==> config.mk <==
export PLATFORM = sky130hd
export DESIGN_NAME = page_fit_allocator_flat
export DESIGN_NICKNAME = d
export VERILOG_FILES = /design/src/rtl/pfa_pkg.sv /design/src/rtl/pfa_if.sv /design/src/rtl/pfa_cell.sv /design/src/rtl/pfa_scan.sv /design/src/rtl/page_fit_allocator.sv /design/src/flat_wrapper.sv
export SDC_FILE = /design/constraint.sdc
export NUM_CORES = 1
export LEC_CHECK = 0
export BUFFER_PORTS_ARGS = -buffer_cell sky130_fd_sc_hd__buf_2
export CELL_PAD_IN_SITES_DETAIL_PLACEMENT = 1
export CELL_PAD_IN_SITES_GLOBAL_PLACEMENT = 2
export CORE_ASPECT_RATIO = 1.75
export CORE_UTILIZATION = 40
export CTS_CLUSTER_DIAMETER = 100
export DETAILED_ROUTE_END_ITERATION = 6
export GPL_TIMING_DRIVEN = 0
export PLACE_DENSITY_LB_ADDON = 0.1
export SYNTH_ARGS = -nofsm -noshare
export SYNTH_HDL_FRONTEND = slang
export SYNTH_SLANG_ARGS = --single-unit
==> constraint.sdc <==
create_clock -name clk_i -period 4.2 [get_ports clk_i]
set_input_delay 0.63 -clock clk_i [delete_from_list [all_inputs] [get_ports clk_i]]
set_output_delay 0.63 -clock clk_i [all_outputs]
set_load 0.05 [all_outputs]
==> src/rtl/pfa_pkg.sv <==
// Shared constants, types and codes of the page fit allocator.
package pfa_pkg;

  localparam int NUM_PAGES = 32;
  localparam int ID_BITS   = 8;
  localparam int PAGE_W    = $clog2(NUM_PAGES);
  localparam int CNT_W     = $clog2(NUM_PAGES + 1);
  localparam int REQ_W     = 6;

  typedef logic [ID_BITS-1:0] owner_t;
  typedef logic [PAGE_W-1:0]  page_t;
  typedef logic [CNT_W-1:0]   count_t;
  typedef logic [REQ_W-1:0]   req_t;

  typedef enum logic [1:0] {
    CMD_ADD  = 2'd0,
    CMD_KILL = 2'd1,
    CMD_FRAG = 2'd2,
    CMD_RSVD = 2'd3
  } cmd_e;

  typedef enum logic [1:0] {
    ST_OK          = 2'd0,
    ST_RUNNING     = 2'd1,
    ST_NO_HOLE     = 2'd2,
    ST_NOT_RUNNING = 2'd3
  } status_e;

  typedef enum logic [2:0] {
    S_IDLE,
    S_SCAN,
    S_CLOSE,
    S_DECIDE,
    S_PLACE,
    S_DONE
  } state_e;

  // Controls from the sequencer to the scanner.
  typedef struct packed {
    logic   clear;       // start of a command: clear every scan register
    logic   clear_runs;  // start of the placement pass: restart the run count
    logic   step;        // one page passes the head of the ring
    logic   close;       // close the run that reaches the last page
    logic   worst;
    owner_t id;
    req_t   req;
  } scan_ctl_t;

  // Results of the scanner.
  typedef struct packed {
    logic   present;
    logic   found;
    page_t  best_start;
    count_t runs;
    count_t freed;
  } scan_res_t;

endpackage

==> src/rtl/pfa_if.sv <==
// Valid/ready channel interfaces for commands and results.
interface pfa_in_if;
  logic       valid;
  logic       ready;
  logic [1:0] cmd;
  logic [7:0] prog_id;
  logic [5:0] req_pages;

  modport source (output valid, output cmd, output prog_id, output req_pages, input ready);
  modport sink   (input valid, input cmd, input prog_id, input req_pages, output ready);
endinterface

interface pfa_out_if;
  logic       valid;
  logic       ready;
  logic [1:0] status;
  logic [4:0] start_page;
  logic [5:0] page_total;
  logic [4:0] fragments;

  modport source (output valid, output status, output start_page, output page_total,
                  output fragments, input ready);
  modport sink   (input valid, input status, input start_page, input page_total,
                  input fragments, output ready);
endinterface

==> src/rtl/pfa_cell.sv <==
// One page cell of the owner ring: holds an owner id and shifts it toward the head.
module pfa_cell import pfa_pkg::*; (
  input  logic   clk_i,
  input  logic   rst_ni,
  input  logic   shift_i,
  input  owner_t owner_i,
  output owner_t owner_o
);

  owner_t owner_q, owner_d;

  always_comb begin
    owner_d = owner_q;
    if (shift_i) begin
      owner_d = owner_i;
    end
  end

  always_ff @(posedge clk_i or negedge rst_ni) begin
    if (!rst_ni) begin
      owner_q <= '0;
    end else begin
      owner_q <= owner_d;
    end
  end

  assign owner_o = owner_q;

endmodule

==> src/rtl/pfa_scan.sv <==
// Scanner at the ring head: id search, hole selection, run count and freed count.
module pfa_scan import pfa_pkg::*; (
  input  logic      clk_i,
  input  logic      rst_ni,
  input  scan_ctl_t ctl_i,
  input  owner_t    head_i,
  input  owner_t    wb_i,
  input  page_t     pos_i,
  output scan_res_t res_o
);

  logic   present_q, present_d;
  logic   found_q, found_d;
  page_t  best_start_q, best_start_d;
  count_t best_len_q, best_len_d;
  page_t  run_start_q, run_start_d;
  count_t run_len_q, run_len_d;
  count_t runs_q, runs_d;
  logic   prev_free_q, prev_free_d;
  count_t freed_q, freed_d;

  logic take;
  logic head_free;
  logic wb_free;

  // A finished run becomes the candidate when it fits and beats the current one.
  always_comb begin
    take = 1'b0;
    if (run_len_q != '0 && 32'(run_len_q) >= 32'(ctl_i.req)) begin
      if (!found_q) begin
        take = 1'b1;
      end else if (ctl_i.worst) begin
        take = run_len_q > best_len_q;
      end else begin
        take = run_len_q < best_len_q;
      end
    end
  end

  assign head_free = (head_i == '0);
  assign wb_free   = (wb_i == '0);

  always_comb begin
    present_d    = present_q;
    found_d      = found_q;
    best_start_d = best_start_q;
    best_len_d   = best_len_q;
    run_start_d  = run_start_q;
    run_len_d    = run_len_q;
    runs_d       = runs_q;
    prev_free_d  = prev_free_q;
    freed_d      = freed_q;
    if (ctl_i.clear) begin
      present_d    = 1'b0;
      found_d      = 1'b0;
      best_start_d = '0;
      best_len_d   = '0;
      run_start_d  = '0;
      run_len_d    = '0;
      runs_d       = '0;
      prev_free_d  = 1'b0;
      freed_d      = '0;
    end else if (ctl_i.clear_runs) begin
      runs_d      = '0;
      prev_free_d = 1'b0;
    end else if (ctl_i.step) begin
      present_d = present_q | (head_i == ctl_i.id);
      // Hole tracking looks at the owners as they stood before the command.
      if (head_free) begin
        if (run_len_q == '0) begin
          run_start_d = pos_i;
        end
        run_len_d = run_len_q + count_t'(1);
      end else begin
        if (take) begin
          found_d      = 1'b1;
          best_start_d = run_start_q;
          best_len_d   = run_len_q;
        end
        run_len_d = '0;
      end
      // The run count and freed count follow the owners written back.
      if (wb_free && !prev_free_q) begin
        runs_d = runs_q + count_t'(1);
      end
      prev_free_d = wb_free;
      if (!head_free && wb_free) begin
        freed_d = freed_q + count_t'(1);
      end
    end else if (ctl_i.close) begin
      if (take) begin
        found_d      = 1'b1;
        best_start_d = run_start_q;
        best_len_d   = run_len_q;
      end
      run_len_d = '0;
    end
  end

  always_ff @(posedge clk_i or negedge rst_ni) begin
    if (!rst_ni) begin
      present_q    <= 1'b0;
      found_q      <= 1'b0;
      best_start_q <= '0;
      best_len_q   <= '0;
      run_start_q  <= '0;
      run_len_q    <= '0;
      runs_q       <= '0;
      prev_free_q  <= 1'b0;
      freed_q      <= '0;
    end else begin
      present_q    <= present_d;
      found_q      <= found_d;
      best_start_q <= best_start_d;
      best_len_q   <= best_len_d;
      run_start_q  <= run_start_d;
      run_len_q    <= run_len_d;
      runs_q       <= runs_d;
      prev_free_q  <= prev_free_d;
      freed_q      <= freed_d;
    end
  end

  assign res_o.present    = present_q;
  assign res_o.found      = found_q;
  assign res_o.best_start = best_start_q;
  assign res_o.runs       = runs_q;
  assign res_o.freed      = freed_q;

endmodule

==> src/rtl/page_fit_allocator.sv <==
// Top level of the contiguous best-fit / worst-fit page allocator.
//
//   channel   direction  transfer when        payload
//   in_i      in         valid & ready        cmd, prog_id, req_pages
//   out_o     out        valid & ready        status, start_page, page_total, fragments
//   cfg       in         cfg_we_i             cfg_wdata_i (fit_mode)
//
// The page owners sit in a ring of NUM_PAGES cells that rotates one page per cycle past
// the scanner during a pass, so every pass brings each page past the scanner once.
// A command makes a search pass, then closes the last run and decides; a successful add
// then makes a placement pass. The result is loaded once the output register is free.
// After the load the sequencer goes back to idle before the next command can transfer.
// Reset frees all pages and selects best fit.
// A new command is taken as soon as the previous result is loaded, even while that
// result waits in the output register; a stalled output holds the next result back.
module page_fit_allocator import pfa_pkg::*; (
  input  logic  clk_i,
  input  logic  rst_ni,
  input  logic  cfg_we_i,
  input  logic  cfg_wdata_i,
  pfa_in_if.sink    in_i,
  pfa_out_if.source out_o
);

  state_e state_q, state_d;
  page_t  pos_q, pos_d;
  cmd_e   cmd_q;
  owner_t id_q;
  req_t   req_q;
  page_t  start_q, start_d;
  status_e status_q, status_d;
  logic   fit_mode_q;

  logic       out_valid_q;
  logic [1:0] out_status_q;
  logic [4:0] out_start_q;
  logic [5:0] out_total_q;
  logic [4:0] out_frag_q;

  logic      accept;
  logic      load_out;
  logic      shift;
  scan_ctl_t ctl;
  scan_res_t res;
  owner_t    owner [NUM_PAGES];
  owner_t    wb;
  logic      in_place;

  assign accept = in_i.valid && in_i.ready;

  // Owner ring: cell zero is the head, the tail takes the written-back owner.
  for (genvar k = 0; k < NUM_PAGES; k++) begin : g_cell
    if (k == NUM_PAGES - 1) begin : g_tail
      pfa_cell u_cell (
        .clk_i   (clk_i),
        .rst_ni  (rst_ni),
        .shift_i (shift),
        .owner_i (wb),
        .owner_o (owner[k])
      );
    end else begin : g_body
      pfa_cell u_cell (
        .clk_i   (clk_i),
        .rst_ni  (rst_ni),
        .shift_i (shift),
        .owner_i (owner[k+1]),
        .owner_o (owner[k])
      );
    end
  end

  assign in_place = (32'(pos_q) >= 32'(start_q)) &&
                    (32'(pos_q) < 32'(start_q) + 32'(req_q));

  always_comb begin
    wb = owner[0];
    unique case (state_q)
      S_SCAN: begin
        if (cmd_q == CMD_KILL && id_q != '0 && owner[0] == id_q) begin
          wb = '0;
        end
      end
      S_PLACE: begin
        if (in_place) begin
          wb = id_q;
        end
      end
      default: begin
        wb = owner[0];
      end
    endcase
  end

  pfa_scan u_scan (
    .clk_i  (clk_i),
    .rst_ni (rst_ni),
    .ctl_i  (ctl),
    .head_i (owner[0]),
    .wb_i   (wb),
    .pos_i  (pos_q),
    .res_o  (res)
  );

  // Sequencer.
  always_comb begin
    state_d        = state_q;
    pos_d          = pos_q;
    start_d        = start_q;
    status_d       = status_q;
    in_i.ready     = 1'b0;
    shift          = 1'b0;
    load_out       = 1'b0;
    ctl.clear      = 1'b0;
    ctl.clear_runs = 1'b0;
    ctl.step       = 1'b0;
    ctl.close      = 1'b0;
    ctl.worst      = fit_mode_q;
    ctl.id         = id_q;
    ctl.req        = req_q;
    unique case (state_q)
      S_IDLE: begin
        in_i.ready = 1'b1;
        if (in_i.valid) begin
          ctl.clear = 1'b1;
          pos_d     = '0;
          start_d   = '0;
          state_d   = S_SCAN;
        end
      end
      S_SCAN, S_PLACE: begin
        shift    = 1'b1;
        ctl.step = 1'b1;
        if (32'(pos_q) == NUM_PAGES - 1) begin
          pos_d   = '0;
          state_d = (state_q == S_SCAN) ? S_CLOSE : S_DONE;
        end else begin
          pos_d = pos_q + page_t'(1);
        end
      end
      S_CLOSE: begin
        ctl.close = 1'b1;
        state_d   = S_DECIDE;
      end
      S_DECIDE: begin
        status_d = ST_OK;
        state_d  = S_DONE;
        unique case (cmd_q)
          CMD_ADD: begin
            if (id_q == '0 || res.present) begin
              status_d = ST_RUNNING;
            end else if (req_q == '0 || 32'(req_q) > NUM_PAGES || !res.found) begin
              status_d = ST_NO_HOLE;
            end else begin
              start_d        = res.best_start;
              ctl.clear_runs = 1'b1;
              state_d        = S_PLACE;
            end
          end
          CMD_KILL: begin
            if (res.freed == '0) begin
              status_d = ST_NOT_RUNNING;
            end
          end
          default: begin
            status_d = ST_OK;
          end
        endcase
      end
      S_DONE: begin
        if (!out_valid_q || out_o.ready) begin
          load_out = 1'b1;
          state_d  = S_IDLE;
        end
      end
      default: begin
        state_d = S_IDLE;
      end
    endcase
  end

  always_ff @(posedge clk_i or negedge rst_ni) begin
    if (!rst_ni) begin
      state_q    <= S_IDLE;
      pos_q      <= '0;
      start_q    <= '0;
      status_q   <= ST_OK;
      fit_mode_q <= 1'b0;
    end else begin
      state_q  <= state_d;
      pos_q    <= pos_d;
      start_q  <= start_d;
      status_q <= status_d;
      if (cfg_we_i) begin
        fit_mode_q <= cfg_wdata_i;
      end
    end
  end

  // Command fields.
  always_ff @(posedge clk_i) begin
    if (accept) begin
      cmd_q <= cmd_e'(in_i.cmd);
      id_q  <= owner_t'(in_i.prog_id);
      req_q <= in_i.req_pages;
    end
  end

  // Output register.
  always_ff @(posedge clk_i or negedge rst_ni) begin
    if (!rst_ni) begin
      out_valid_q <= 1'b0;
    end else if (load_out) begin
      out_valid_q <= 1'b1;
    end else if (out_o.ready) begin
      out_valid_q <= 1'b0;
    end
  end

  always_ff @(posedge clk_i) begin
    if (load_out) begin
      out_status_q <= status_q;
      out_frag_q   <= 5'(res.runs);
      out_start_q  <= '0;
      out_total_q  <= '0;
      if (status_q == ST_OK && cmd_q == CMD_ADD) begin
        out_start_q <= 5'(start_q);
        out_total_q <= 6'(req_q);
      end else if (status_q == ST_OK && cmd_q == CMD_KILL) begin
        out_total_q <= 6'(res.freed);
      end
    end
  end

  assign out_o.valid      = out_valid_q;
  assign out_o.status     = out_status_q;
  assign out_o.start_page = out_start_q;
  assign out_o.page_total = out_total_q;
  assign out_o.fragments  = out_frag_q;

  // The search pass ends with the ring back at its home alignment.
  a_pass_wraps: assert property (@(posedge clk_i) disable iff (!rst_ni)
    (state_q == S_SCAN && state_d == S_CLOSE) |=> (pos_q == '0))
    else $error("scan pass did not wrap the page position");

  // A granted run never extends past the last page.
  a_run_in_range: assert property (@(posedge clk_i) disable iff (!rst_ni)
    (out_o.valid && out_o.status == ST_OK) |->
      (32'(out_o.start_page) + 32'(out_o.page_total) <= NUM_PAGES))
    else $error("result run exceeds the page range");

  // Free runs are separated by owned pages, so at most half the pages start one.
  a_frag_bound: assert property (@(posedge clk_i) disable iff (!rst_ni)
    out_o.valid |-> (32'(out_o.fragments) <= (NUM_PAGES + 1) / 2))
    else $error("fragment count above its bound");

  // No command is taken while the ring is rotating.
  a_busy_no_take: assert property (@(posedge clk_i) disable iff (!rst_ni)
    (state_q == S_SCAN || state_q == S_PLACE) |-> !in_i.ready)
    else $error("command taken during a pass");

endmodule

==> src/flat_wrapper.sv <==
// flat-port wrapper written by rule: the top's interface ports become plain ports
module page_fit_allocator_flat import pfa_pkg::*;
  (clk_i, rst_ni, cfg_we_i, cfg_wdata_i, in_i_valid, in_i_cmd, in_i_prog_id, in_i_req_pages, in_i_ready, out_o_valid, out_o_status, out_o_start_page, out_o_page_total, out_o_fragments, out_o_ready);
  pfa_in_if in_i_i ();
  pfa_out_if out_o_i ();
  input  logic clk_i;
  input  logic rst_ni;
  input  logic cfg_we_i;
  input  logic cfg_wdata_i;
  input wire logic [$bits(in_i_i.valid)-1:0] in_i_valid;
  input wire logic [$bits(in_i_i.cmd)-1:0] in_i_cmd;
  input wire logic [$bits(in_i_i.prog_id)-1:0] in_i_prog_id;
  input wire logic [$bits(in_i_i.req_pages)-1:0] in_i_req_pages;
  output wire logic [$bits(in_i_i.ready)-1:0] in_i_ready;
  output wire logic [$bits(out_o_i.valid)-1:0] out_o_valid;
  output wire logic [$bits(out_o_i.status)-1:0] out_o_status;
  output wire logic [$bits(out_o_i.start_page)-1:0] out_o_start_page;
  output wire logic [$bits(out_o_i.page_total)-1:0] out_o_page_total;
  output wire logic [$bits(out_o_i.fragments)-1:0] out_o_fragments;
  input wire logic [$bits(out_o_i.ready)-1:0] out_o_ready;
  assign in_i_i.valid = in_i_valid;
  assign in_i_i.cmd = in_i_cmd;
  assign in_i_i.prog_id = in_i_prog_id;
  assign in_i_i.req_pages = in_i_req_pages;
  assign in_i_ready = in_i_i.ready;
  assign out_o_valid = out_o_i.valid;
  assign out_o_status = out_o_i.status;
  assign out_o_start_page = out_o_i.start_page;
  assign out_o_page_total = out_o_i.page_total;
  assign out_o_fragments = out_o_i.fragments;
  assign out_o_i.ready = out_o_ready;
  page_fit_allocator u_core (.clk_i(clk_i), .rst_ni(rst_ni), .cfg_we_i(cfg_we_i), .cfg_wdata_i(cfg_wdata_i), .in_i(in_i_i), .out_o(out_o_i));
endmodule
==> flow_summary.yaml <==
critical_path:
  crit_chain: "ha_2 > fa_1 > a21o_1 > a21oi_2 > xor2_1 > ha_1 > a21oi_2 > o21a_2 > o31ai_2 > a32o_2 > or4_4 > or3_4 > mux2i_1"
  r2r_slack_ns: 0.09
  reg2regPathDepth: 13
  worstPathMaxFanout: 5
  cp.required_ns: 4.63
  critPathMaxStageDelay_ns: 0.59
  crit_path_frequent_cell: "a21oi_2"
  endpoint: "u_core.u_scan.runs_q[0]$_DFFE_PN0P_"
  crit_path_start: "u_core.req_q[0]$_DFFE_PP_"
  arrival_ns: 4.54
  startpoint_type: "flop"
  rr_endpoint: "u_core.u_scan.runs_q[0]$_DFFE_PN0P_"
  critPathCaptureType: "flop"
  rr_startpoint: "u_core.req_q[0]$_DFFE_PP_"
  critPathKind: "flop to flop"
  crit_slowest_cell: "or4_4"
power:
  total_power_w: 0.01060
  p_leak_nw: 8.693
  p_int_w: 0.006991
  power.density_mw_per_mm2: 637.0
  power.switching_w: 0.003607
  switching_share_pct: 34.04
  clkPwrFrac_pct: 30.7
  p_comb_share_pct: 22.9
  power_frac_seq_pct: 46.4
  ir_drop_uv: 362.1
floorplan:
  core_mm2: 0.03552
  die_y_um: 253.8
  die_w_um: 145.9
  dieArea_mm2: 0.03703
  rows: 91
  ios: 42
  initial_core_util_pct: 40.80
placement:
  dpl.cell_count: 2074
  io_buffers: 41
  hpwlAfterDp_um: 26510
  pre_cts_ws_ns: -0.2435
  gp_congestion: 0.8426
cells_and_area:
  final_common_cell: "nand2_1"
  utilization_pct: 46.83
  area_growth_pct: 14.78
  diodes: 0
  nNetsFinal: 1708
  drive_above_1_share_pct: 7.633
  final_cells: 2142
  layout_common_cells: "784 x nand2_1, 309 x dfrtp_1, 74 x clkbuf_1, 49 x nor2_1, 41 x buf_2"
  fill_cells: 4121
clock_network:
  clkLatencyLatePin_ns: 0.52
  cts_tree: "built"
  htree_num_levels: 2
  clockBufferDepth: 3
  clk_pin_slew_ns: 0.06
  cts_made_buffers: 36
  clock_sinks: 343
  cts-root-buf: "clkbuf_16"
timing:
  drv_slew: 0
  setup_slack_ns: 0.08836
  fin_hold_ws_ns: 0.09060
  min_period_ns: 4.112
  finClkSkew_ns: 0.01286
  fin_crit_sh_pct: 97.90
  max_slew_margin_pct: 39.40
  clock.fmax_mhz: 243.2
  final-hold-violation-count: 0
  worst_pin_slew_ns: 0.9080
  setup_viol: 0
synth:
  synthSimpleGateAreaFrac_pct: 25.58
  synth_xor_area_share_pct: 0.7251
  synth.avg_cell_area_um2: 9.256
  synth_top_area_share_pct: 53.34
  synth_top_family_by_area: "simple AND/OR/NAND/NOR gates"
  yosysWarningCount: 0
  synth_area_leader_cell: "dfrtp_1"
  synthMuxAreaShare_pct: 1.675
  synth_area_leaders: "dfrtp_1 53%, nand2_1 20%, edfxtp_1 7.0%"
  syn_inst: 1566
  synthFlopType: "dfrtp_1"
  synthArstFlopShare_pct: 90.09
  synth_compound_area_share_pct: 5.965
  ys_ff_latch: 343
  synth_edf_count: 34
  syn_nets: 1622
  yosysUniqueCellTypes: 64
  synth-seq-area-share_pct: 60.39
  synth_area_mm2: 0.01450
  synthAdderAreaFrac_pct: 2.987
global_routing:
  grt_pass1_vias: 11611
  grt_max_degree: 115
  grt_antenna_before_repair: 0
  grt_pass1_wl_um: 61580
  grt-ovfl-total: 0
  grt_usage_pct: 21.15
route:
  ant_nets: 0
  viasPerCell: 4.998
  drt_pass1_iterations: 4
  vias: 10706
  drt-initial-drc-count: 400
  route.final.wire_length_um: 37230
  drc: 0
  detail_route.wl_per_cell_um: 17.38
run:
  maxCapViolCount: 0
run_status:
  outcome: "finished clean"
hold_path:
  hold_path_class: "primary input to asynchronous set/reset pin"
power groups by stage:
stage                     logic [W]  clock network [W]  registers (W)
after floorplan             0.00168                  0        0.00473
after global placement      0.00233                  0        0.00495
after detailed placement    0.00242                  0        0.00498
after CTS                   0.00246            0.00336        0.00493
after global routing        0.00283            0.00346        0.00504
final                       0.00243            0.00326        0.00491
through the flow:
| stage | TNS [ns] | cell area [µm²] |
|---|---|---|
| final | 0 | 16640 |
| after floorplan | 0 | 14500 |
| after global routing | -0.05880 | 16640 |
| after detailed placement | -0.4263 | 15350 |
| after CTS | 0 | 16570 |
| after global placement | -1125.75 | 15280 |
layout make-up:
| cell class | instances | area (µm²) | area share [%] |
|---|---|---|---|
| plain buffers | 71 | 269.0 | 1.617 |
| clock buffers | 49 | 1042 | 6.265 |
| clock inverters | 14 | 156.4 | 0.9401 |
| inverters | 32 | 120.1 | 0.7220 |
| multi-input cells | 1120 | 5406 | 32.50 |
| flip-flops and latches | 343 | 8753 | 52.61 |
| well taps | 465 | 581.8 | 3.497 |
| repair buffers | 48 | 307.8 | 1.850 |
repair_timing:
| item | in CTS | in global routing |
|---|---|---|
| hold buffers | 0 | 0 |
| resized for setup | 3 | 9 |
| pin swaps | 0 | 5 |
| setup buffers | 1 | 4 |
| endpoints found under the setup margin | 6 | 7 |
flip-flops by register name (all words and copies together) (netlist names), 6 cells and up:
signal,flops
u_core.g_cell.g_body.u_cell.owner_o,248
u_core.g_cell.g_tail.u_cell.owner_o,8
u_core.id_q,8
u_core.out_o.page_total,6
u_core.req_q,6
u_core.u_scan.best_len_q,6
u_core.u_scan.freed_q,6
u_core.u_scan.run_len_q,6
worst min-delay path by stage:
| stage | endpoint | slack [ns] | cells after the start |
|---|---|---|---|
| 2_1_floorplan | u_core.fit_mode_q$_DFFE_PN0P_ | 0.33 | 0 |
| 3_3_place_gp | u_core.g_cell[6].g_body.u_cell.owner_o[5]$_DFFE_PN0N_ | 0.45 | 2 |
| 3_5_place_dp | u_core.g_cell[6].g_body.u_cell.owner_o[1]$_DFFE_PN0N_ | 0.45 | 2 |
| 4_1_cts | u_core.u_scan.run_len_q[5]$_DFFE_PN0P_ | 0.13 | 1 |
| 5_1_grt | u_core.u_scan.run_len_q[5]$_DFFE_PN0P_ | 0.15 | 1 |
| 6_report | u_core.u_scan.run_len_q[5]$_DFFE_PN0P_ | 0.09 | 1 |
cell families after synthesis:
group | after synthesis
flops | 343
mux | 24
xor+xnor | 12
buf+inv | 103
fa+ha+maj | 34
compound gates | 128
simple gates | 922
synthesized netlist by cell type, types with 6 or more instances:
library cell and instances:
nor3_1 6, edfxtp_1 34, a21oi_1 25, ha_1 33
and2_1 8, xor2_1 10, nor4_1 8, nand3_1 21
nor2_1 50, mux2i_1 22, a31oi_1 8, inv_1 31
a21o_1 12, clkbuf_1 69, nand2_1 784, nor2b_1 6
nand4_1 6, o21ai_0 34, dfrtp_1 309, nand2b_1 13
worst max-delay path, delay by kind of cell (launching register included):
kind                     cells  cell delay [ns]
XOR/XNOR                     1             0.17
adder cells (fa/ha/maj)      3             0.93
AND/OR/NAND/NOR              2             0.96
multiplexers                 1             0.18
flip-flops                   1             0.49
AO/OA/AOI/OAI                6             1.28
metal layers:
layer | GRT usage [%] | wire length, µm | up-vias
li1 | - | - | 5200
met1 | 22.12 | 14030 | 5312
met2 | 42.46 | 21230 | 130
met3 | 2.316 | 792 | 64
met4 | 8.030 | 1177 | 0
met5 | 0 | 0 | -
(Power assumes the default switching activity.)
